File: src/jpbd_pkg.sv
package jpbd_pkg;

  localparam int unsigned CharW   = 8;
  localparam int unsigned SextetW = 6;
  localparam int unsigned PendW   = 3;

  localparam logic [CharW-1:0] ChDot   = 8'h2E;
  localparam logic [CharW-1:0] ChUpA   = 8'h41;
  localparam logic [CharW-1:0] ChUpZ   = 8'h5A;
  localparam logic [CharW-1:0] ChLoA   = 8'h61;
  localparam logic [CharW-1:0] ChLoZ   = 8'h7A;
  localparam logic [CharW-1:0] ChDig0  = 8'h30;
  localparam logic [CharW-1:0] ChDig9  = 8'h39;
  localparam logic [CharW-1:0] ChDash  = 8'h2D;
  localparam logic [CharW-1:0] ChUnder = 8'h5F;

  localparam logic [CharW-1:0] LowerBase = 8'd26;
  localparam logic [CharW-1:0] DigitBase = 8'd52;
  localparam logic [SextetW-1:0] DashVal  = 6'd62;
  localparam logic [SextetW-1:0] UnderVal = 6'd63;

  typedef enum logic [1:0] {
    ST_OK            = 2'd0,
    ST_NO_FIRST_DOT  = 2'd1,
    ST_NO_SECOND_DOT = 2'd2
  } status_e;

  typedef struct packed {
    logic               valid;
    logic [SextetW-1:0] value;
  } sextet_t;

  typedef struct packed {
    logic [CharW-1:0] char_code;
    logic             last_char;
  } in_item_t;

  typedef struct packed {
    logic [7:0] data_byte;
    logic       byte_valid;
    logic       token_end;
    status_e    status;
  } result_t;

  function automatic sextet_t sextet_of(input logic [CharW-1:0] ch);
    sextet_t s;
    logic [CharW-1:0] v;
    s = '0;
    v = '0;
    if (ch >= ChUpA && ch <= ChUpZ) begin
      v = ch - ChUpA;
      s.valid = 1'b1;
    end else if (ch >= ChLoA && ch <= ChLoZ) begin
      v = ch - ChLoA + LowerBase;
      s.valid = 1'b1;
    end else if (ch >= ChDig0 && ch <= ChDig9) begin
      v = ch - ChDig0 + DigitBase;
      s.valid = 1'b1;
    end else if (ch == ChDash) begin
      v = {2'b00, DashVal};
      s.valid = 1'b1;
    end else if (ch == ChUnder) begin
      v = {2'b00, UnderVal};
      s.valid = 1'b1;
    end
    s.value = v[SextetW-1:0];
    return s;
  endfunction

endpackage

File: src/jpbd_in_stage.sv
module jpbd_in_stage (
  input  logic               clk_i,
  input  logic               rst_ni,
  input  logic               valid_i,
  output logic               ready_o,
  input  jpbd_pkg::in_item_t item_i,
  input  logic               drain_i,
  output logic               valid_o,
  output jpbd_pkg::in_item_t item_o
);
  import jpbd_pkg::*;

  logic     valid_q, valid_d;
  in_item_t item_q;
  logic     take;

  assign ready_o = !valid_q || drain_i;
  assign take    = valid_i && ready_o;

  always_comb begin
    valid_d = valid_q;
    if (take) begin
      valid_d = 1'b1;
    end else if (drain_i) begin
      valid_d = 1'b0;
    end
  end

  always_ff @(posedge clk_i or negedge rst_ni) begin
    if (!rst_ni) begin
      valid_q <= 1'b0;
    end else begin
      valid_q <= valid_d;
    end
  end

  always_ff @(posedge clk_i) begin
    if (take) begin
      item_q <= item_i;
    end
  end

  assign valid_o = valid_q;
  assign item_o  = item_q;

endmodule

File: src/jpbd_decode.sv
module jpbd_decode (
  input  logic               clk_i,
  input  logic               rst_ni,
  input  logic               fire_i,
  input  jpbd_pkg::in_item_t item_i,
  output logic               emit_o,
  output jpbd_pkg::result_t  result_o
);
  import jpbd_pkg::*;

  typedef enum logic [1:0] {
    PH_HEAD    = 2'd0,
    PH_PAYLOAD = 2'd1,
    PH_TAIL    = 2'd2
  } phase_e;

  phase_e              phase_q, phase_d;
  logic [SextetW-1:0]  acc_q, acc_d;
  logic [PendW-1:0]    pend_q, pend_d;
  sextet_t             sx;
  logic [PendW-1:0]    p_eff;
  logic [3:0]          total;
  logic [PendW-1:0]    rest;
  logic [11:0]         comb_bits;
  logic [11:0]         keep_mask;
  result_t             res;

  assign sx        = sextet_of(item_i.char_code);
  assign p_eff     = (pend_q > 3'd6) ? 3'd6 : pend_q;
  assign total     = {1'b0, p_eff} + 4'd6;
  assign rest      = 3'(total - 4'd8);
  assign comb_bits = {acc_q, sx.value};
  assign keep_mask = (12'd1 << rest) - 12'd1;

  always_comb begin
    phase_d = phase_q;
    acc_d   = acc_q;
    pend_d  = pend_q;
    res     = '0;
    if (fire_i) begin
      unique case (phase_q)
        PH_HEAD: begin
          if (item_i.char_code == ChDot) begin
            phase_d = PH_PAYLOAD;
          end
        end
        PH_PAYLOAD: begin
          if (item_i.char_code == ChDot) begin
            phase_d = PH_TAIL;
          end else if (sx.valid) begin
            if (total >= 4'd8) begin
              res.data_byte  = 8'(comb_bits >> rest);
              res.byte_valid = 1'b1;
              acc_d          = 6'(comb_bits & keep_mask);
              pend_d         = rest;
            end else begin
              acc_d  = sx.value;
              pend_d = total[PendW-1:0];
            end
          end
        end
        default: begin
        end
      endcase
      if (item_i.last_char) begin
        res.token_end = 1'b1;
        unique case (phase_d)
          PH_HEAD:    res.status = ST_NO_FIRST_DOT;
          PH_PAYLOAD: res.status = ST_NO_SECOND_DOT;
          default:    res.status = ST_OK;
        endcase
        phase_d = PH_HEAD;
        acc_d   = '0;
        pend_d  = '0;
      end
    end
  end

  always_ff @(posedge clk_i or negedge rst_ni) begin
    if (!rst_ni) begin
      phase_q <= PH_HEAD;
      acc_q   <= '0;
      pend_q  <= '0;
    end else begin
      phase_q <= phase_d;
      acc_q   <= acc_d;
      pend_q  <= pend_d;
    end
  end

  assign emit_o   = fire_i && (res.byte_valid || res.token_end);
  assign result_o = res;

  a_pend_even: assert property (@(posedge clk_i) disable iff (!rst_ni)
    !pend_q[0] && pend_q != 3'd7)
    else $error("pending bit count left the even range");

  a_clear_at_end: assert property (@(posedge clk_i) disable iff (!rst_ni)
    fire_i && item_i.last_char |=> phase_q == PH_HEAD && pend_q == '0 && acc_q == '0)
    else $error("state not cleared after token end");

  a_byte_in_payload: assert property (@(posedge clk_i) disable iff (!rst_ni)
    fire_i && res.byte_valid |-> phase_q == PH_PAYLOAD && pend_q != '0)
    else $error("byte emitted outside payload or without pending bits");

  a_acc_bounded: assert property (@(posedge clk_i) disable iff (!rst_ni)
    pend_q != 3'd6 |-> (acc_q >> pend_q) == '0)
    else $error("accumulator holds bits above the pending count");

endmodule

File: src/jpbd_out_stage.sv
module jpbd_out_stage (
  input  logic              clk_i,
  input  logic              rst_ni,
  input  logic              load_i,
  input  jpbd_pkg::result_t result_i,
  output logic              free_o,
  output logic              valid_o,
  input  logic              ready_i,
  output jpbd_pkg::result_t result_o
);
  import jpbd_pkg::*;

  logic    valid_q, valid_d;
  result_t result_q;

  assign free_o = !valid_q || ready_i;

  always_comb begin
    valid_d = valid_q;
    if (load_i) begin
      valid_d = 1'b1;
    end else if (ready_i) begin
      valid_d = 1'b0;
    end
  end

  always_ff @(posedge clk_i or negedge rst_ni) begin
    if (!rst_ni) begin
      valid_q <= 1'b0;
    end else begin
      valid_q <= valid_d;
    end
  end

  always_ff @(posedge clk_i) begin
    if (load_i) begin
      result_q <= result_i;
    end
  end

  assign valid_o  = valid_q;
  assign result_o = result_q;

endmodule

File: src/jwt_payload_base64url_decoder_unit.sv
// Base64url payload decoder for dot-separated tokens.
// Slave stream: one token character per transaction in s_axis_tdata,
// s_axis_tlast set on the token's final character.
// Master stream: m_axis_tdata carries a decoded payload byte; m_axis_tuser
// bit 0 flags that the byte is valid, bits 2:1 give the status on the
// final transaction (0 ok, 1 no first dot, 2 no second dot); m_axis_tlast
// marks the token end. Only characters between the first and second dot
// are decoded; a character that yields no byte and is not final produces
// no master transaction. Drop the bytes of a token whose status is not ok.
// A character is held in the input register, then decoded into the result
// register that drives m_axis_tvalid. Throughput: one character per cycle
// while the result register is free, set by the single decode step.
// Reset clears the token state and both stage valids; the first character
// after reset starts a new token.
// When the master side stalls, the result register holds and s_axis_tready
// drops once the input register is also occupied.
module jwt_payload_base64url_decoder_unit (
  input  logic       clk_i,
  input  logic       rst_ni,
  input  logic       s_axis_tvalid,
  output logic       s_axis_tready,
  input  logic [7:0] s_axis_tdata,  // [7:0] char_code
  input  logic       s_axis_tlast,  // last_char
  output logic       m_axis_tvalid,
  input  logic       m_axis_tready,
  output logic [7:0] m_axis_tdata,  // [7:0] data_byte
  output logic [2:0] m_axis_tuser,  // [0] byte_valid, [2:1] status
  output logic       m_axis_tlast   // token_end
);
  import jpbd_pkg::*;

  in_item_t in_item, stage_item;
  logic     stage_valid;
  logic     out_free;
  logic     fire;
  logic     emit;
  result_t  dec_result, out_result;

  assign in_item.char_code = s_axis_tdata;
  assign in_item.last_char = s_axis_tlast;
  assign fire = stage_valid && out_free;

  jpbd_in_stage u_in_stage (
    .clk_i   (clk_i),
    .rst_ni  (rst_ni),
    .valid_i (s_axis_tvalid),
    .ready_o (s_axis_tready),
    .item_i  (in_item),
    .drain_i (out_free),
    .valid_o (stage_valid),
    .item_o  (stage_item)
  );

  jpbd_decode u_decode (
    .clk_i    (clk_i),
    .rst_ni   (rst_ni),
    .fire_i   (fire),
    .item_i   (stage_item),
    .emit_o   (emit),
    .result_o (dec_result)
  );

  jpbd_out_stage u_out_stage (
    .clk_i    (clk_i),
    .rst_ni   (rst_ni),
    .load_i   (emit),
    .result_i (dec_result),
    .free_o   (out_free),
    .valid_o  (m_axis_tvalid),
    .ready_i  (m_axis_tready),
    .result_o (out_result)
  );

  assign m_axis_tdata = out_result.data_byte;
  assign m_axis_tuser = {out_result.status, out_result.byte_valid};
  assign m_axis_tlast = out_result.token_end;

  a_status_only_at_end: assert property (@(posedge clk_i) disable iff (!rst_ni)
    m_axis_tvalid && !m_axis_tlast |-> m_axis_tuser[2:1] == ST_OK && m_axis_tuser[0])
    else $error("result without token end carries no byte or a status");

  a_no_zero_result: assert property (@(posedge clk_i) disable iff (!rst_ni)
    m_axis_tvalid |-> m_axis_tuser[0] || m_axis_tlast)
    else $error("empty result presented");

  a_status_range: assert property (@(posedge clk_i) disable iff (!rst_ni)
    m_axis_tvalid |-> m_axis_tuser[2:1] != 2'd3)
    else $error("status code out of range");

endmodule

File: config.mk
export PLATFORM = sky130hd
export DESIGN_NAME = jwt_payload_base64url_decoder_unit
export DESIGN_NICKNAME = d
export VERILOG_FILES = /design/src/jpbd_pkg.sv /design/src/jpbd_in_stage.sv /design/src/jpbd_decode.sv /design/src/jpbd_out_stage.sv /design/src/jwt_payload_base64url_decoder_unit.sv
export SDC_FILE = /design/constraint.sdc
export NUM_CORES = 1
export LEC_CHECK = 0
export BUFFER_PORTS_ARGS = -buffer_cell sky130_fd_sc_hd__buf_2
export CORE_MARGIN = 3
export CORE_UTILIZATION = 55
export CTS_CLUSTER_SIZE = 10
export DETAILED_ROUTE_END_ITERATION = 7
export GPL_TIMING_DRIVEN = 0
export HOLD_SLACK_MARGIN = 0.12
export PLACE_DENSITY = 0.84
export SYNTH_ARGS = -nofsm -noshare
export SYNTH_HDL_FRONTEND = slang
export SYNTH_SLANG_ARGS = --single-unit
File: constraint.sdc
create_clock -name clk_i -period 3 [get_ports clk_i]
set_input_delay 0.6 -clock clk_i [delete_from_list [all_inputs] [get_ports clk_i]]
set_output_delay 0.6 -clock clk_i [all_outputs]
set_load 0.005 [all_outputs]
==> metrics <==
Internal Pwr Total=between 700 and 800 µW; worst setup margin=0.138 ns; antenna violations before repair=0; Tightest Pin Transition=0.535 ns; Crit path top cell by count=buf_4; CP required=3.09 ns; Slew Limit Fails=0; clock group share of total power=between 30% and 40%; clock root buffer=clkbuf_8; Buf/Inv on CP=3; Hold Fails Final Rpt=0; commonest non-fill, non-tap cells in the layout=buf_2, edfxtp_1, nand2_1, ha_1; input/output buffers=26; WP depth=11; post-route ant nets=0; number of diodes=0; flops & latches, synth=34; drt via density=6.04; post-synthesis sequential area ratio=about two fifths; Yosys cell types=70; clk sink count=34; Worst Path Max Fanout=5; Async S/R FF share, synth=38.2%; Num CTS Buffers=5; Core Region=between 0.004 and 0.005 mm²; busiest layer in global routing=met2; clk slew on worst S/H paths=0.07 ns; skew final=~0.0042 ns; crit start category=flip-flop; fin cells=between 300 and 400; yosys warns=0; hold buffer count at cts=0; Mapped Cells=approximately 240; Row Count=23; maximum vdd ir drop=between 0.3 and 0.4 mV; final setup fails=0; register area=956 µm²; drt first pass iters=5; GRT Total Usage=a little over a fifth; Switching Fraction=between 20% and 30%; WP data arrival=around 3.0 ns; sw power=approximately 290 µW; fillers=around 310; via count=2019; outcome=finished, final reports clean; final wirelength=between 5 and 6 mm; r2r worst-path depth=11; Longest Clk Path Bufs=2; DP Cell Count=approximately 310; Post-DP HPWL=between 3 and 4 mm; Post-route DRC=0; crit end category=flip-flop; clock latency at the later pin of the worst-skew pair=roughly 0.29 ns; Placer Congestion=1.01; count of flip-flops with a built-in enable after synthesis=21; syn_area_per_cell=~10 µm²; Final nets=between 300 and 400; CP delay by family, top=compound AO/OA/AOI/OAI gates; GRT met2 Usage=32.8%; Slew HR=between 60 and 70%; GRT Residual Overflow=0; Design Power=about 1.1 mW; maximum clock rate=approximately 0.35 GHz; full die area=about 0.0053 mm²; min cycle time layout=around 2.9 ns; GRT met1 Usage=between 30% and 40%; htree depth=2; Mapped Area=~0.0025 mm²; CTS tree=done; vias in the first global route=1850; DRT iter0 DRCs=256; Die X=around 73 µm; WL/cell=between 15 and 20 µm; # Max-Cap Violations=0; Main synth FF type=edfxtp_1; Critical Path, Cell by Cell=buf_4 -> buf_4 -> buf_4 -> nand4bb_4 -> and3_4 -> nor2_2 -> nand2_1 -> o22ai_1 -> mux2_2 -> o21ai_0 -> a311oi_1; largest net degree at the start of global routing=14; first-pass GRT wire length=between 8 and 9 mm; combinational power share=approximately 17%; io pins=27; PwrDens=approximately 370 mW/mm²; share of layout cells above drive strength 1=31.0%; HP Class=primary input to asynchronous set/reset pin; sequential share of power=approximately half; commonest non-fill, non-tap cell in the layout=buf_2; DP Worst Slack=-0.138 ns; area occupied by multi-input gates=about 0.0014 mm²; Syn-to-layout area delta=16.2%; post-synth net total=266; Pleak=around 1.2 nW; DIE HEIGHT=approximately 73 µm; met3 usage=5.10%; Starting Density=roughly three fifths; slowest stage delay, CP=around 0.48 ns; crit share post-route=between 90% and 100%; unrepaired setup endpoints after global routing=false; slowest CP cell=edfxtp_1; Setup CP Type=flip-flop to flip-flop
==> cell usage after synthesis, drive strengths merged, types with 4 or more instances <==
cell type / n / share of area, %
buf: 8 / 3.0
nor3: 6 / 1.7
and2: 5 / 1.3
a32o: 4 / 1.6
a21oi: 10 / 2.0
nand3: 6 / 1.2
edfxtp: 21 / 26
o22ai: 4 / 1.0
dfrtp: 13 / 13
a31oi: 4 / 1.6
nand2b: 8 / 2.0
inv: 13 / 2.0
o21ai: 16 / 3.4
and3: 6 / 1.8
ha: 15 / 7.6
mux2i: 9 / 3.6
nand2: 19 / 2.9
nor2b: 6 / 1.8
mux2: 4 / 1.8
nor2: 12 / 2.0
==> worst reg2reg max path, delay by kind of cell (launching register included) <==
kind,cells,cell delay (ns)
AO/OA/AOI/OAI,3,0.83
AND/OR/NAND/NOR,4,0.67
flip-flops,1,0.48
buffers and inverters,3,0.43
multiplexers,1,0.26
==> power groups by stage <==
stage	combinational, mW	sequential (mW)	clock [mW]
finish	0.181	0.537	0.333
global route	0.200	0.539	0.360
CTS	0.161	0.537	0.340
detailed placement	0.157	0.549	0
global placement	0.153	0.548	0
floorplan	0.109	0.546	0
==> metal layers <==
| layer | up-vias | share of wire (%) |
|---|---|---|
| li1 | 972 | - |
| met1 | 948 | 45 |
| met2 | 88 | 46 |
| met3 | 11 | 6.7 |
| met4 | 0 | 1.8 |
| met5 | - | 0 |
==> worst paths after layout <==
check / start / to / slack, ns
worst max-delay path: u_in_stage.item_o[1] / u_out_stage.result_o[5] / 0.14
worst min-delay path: rst_ni / u_decode.acc_q[2] / 0.19
worst max register to register: u_in_stage.item_o[1] / u_out_stage.result_o[5] / 0.14
worst min register to register: u_out_stage.valid_o / u_out_stage.valid_o / 0.53
max in group asynchronous: rst_ni / u_in_stage.valid_o / 2.58
min in group clk_i: s_axis_tdata[7] / u_in_stage.item_o[8] / 0.48
==> area by class of cell <==
type	count	share of cell area (%)
clock inverter	1	0.262
multi-input combinational	180	49.2
sequential	34	33.3
inverter	13	1.70
timing repair buffer	37	7.41
tap	50	2.18
clock buffer	7	2.66
timing repair inverter	1	0.262
buffer	11	2.97
==> registers in the layout (all words and copies together), names as in the netlist <==
name,cells
u_decode.acc_q,6
u_in_stage.valid_o,1
u_in_stage.item_o,9
u_decode.phase_q,2
u_out_stage.result_o,12
u_decode.pend_q,3
u_out_stage.valid_o,1
==> kinds of logic after synthesis <==
kind of cell	count (synthesis)	synth area share (%)
AND/OR/NAND/NOR	82	20.5
flip-flops	34	38.7
buffers and inverters	24	5.42
multiplexers	14	6.38
AO/OA/AOI/OAI	64	19.6
XOR/XNOR	5	1.77
adder cells (fa/ha/maj)	15	7.60
==> what timing repair did <==
action / in CTS / in global routing
setup endpoints to repair: 12 / 16
gates cloned: 0 / 1
resized for setup: 1 / 9
setup buffers: 1 / 10
pin swaps: 0 / 2
==> through the flow <==
stage	setup TNS, ns	cell area, µm²	utilization, %	hold WS, ns
3_5_place_dp	-1.65	2660	63.8	0.506
4_1_cts	0	2750	66.0	0.194
3_3_place_gp	-1.08	2660	63.8	0.502
6_report	0	2870	68.8	0.187
2_1_floorplan	0	2470	-	0.304
5_1_grt	0	2870	68.8	0.205
(Power assumes the default switching activity.)
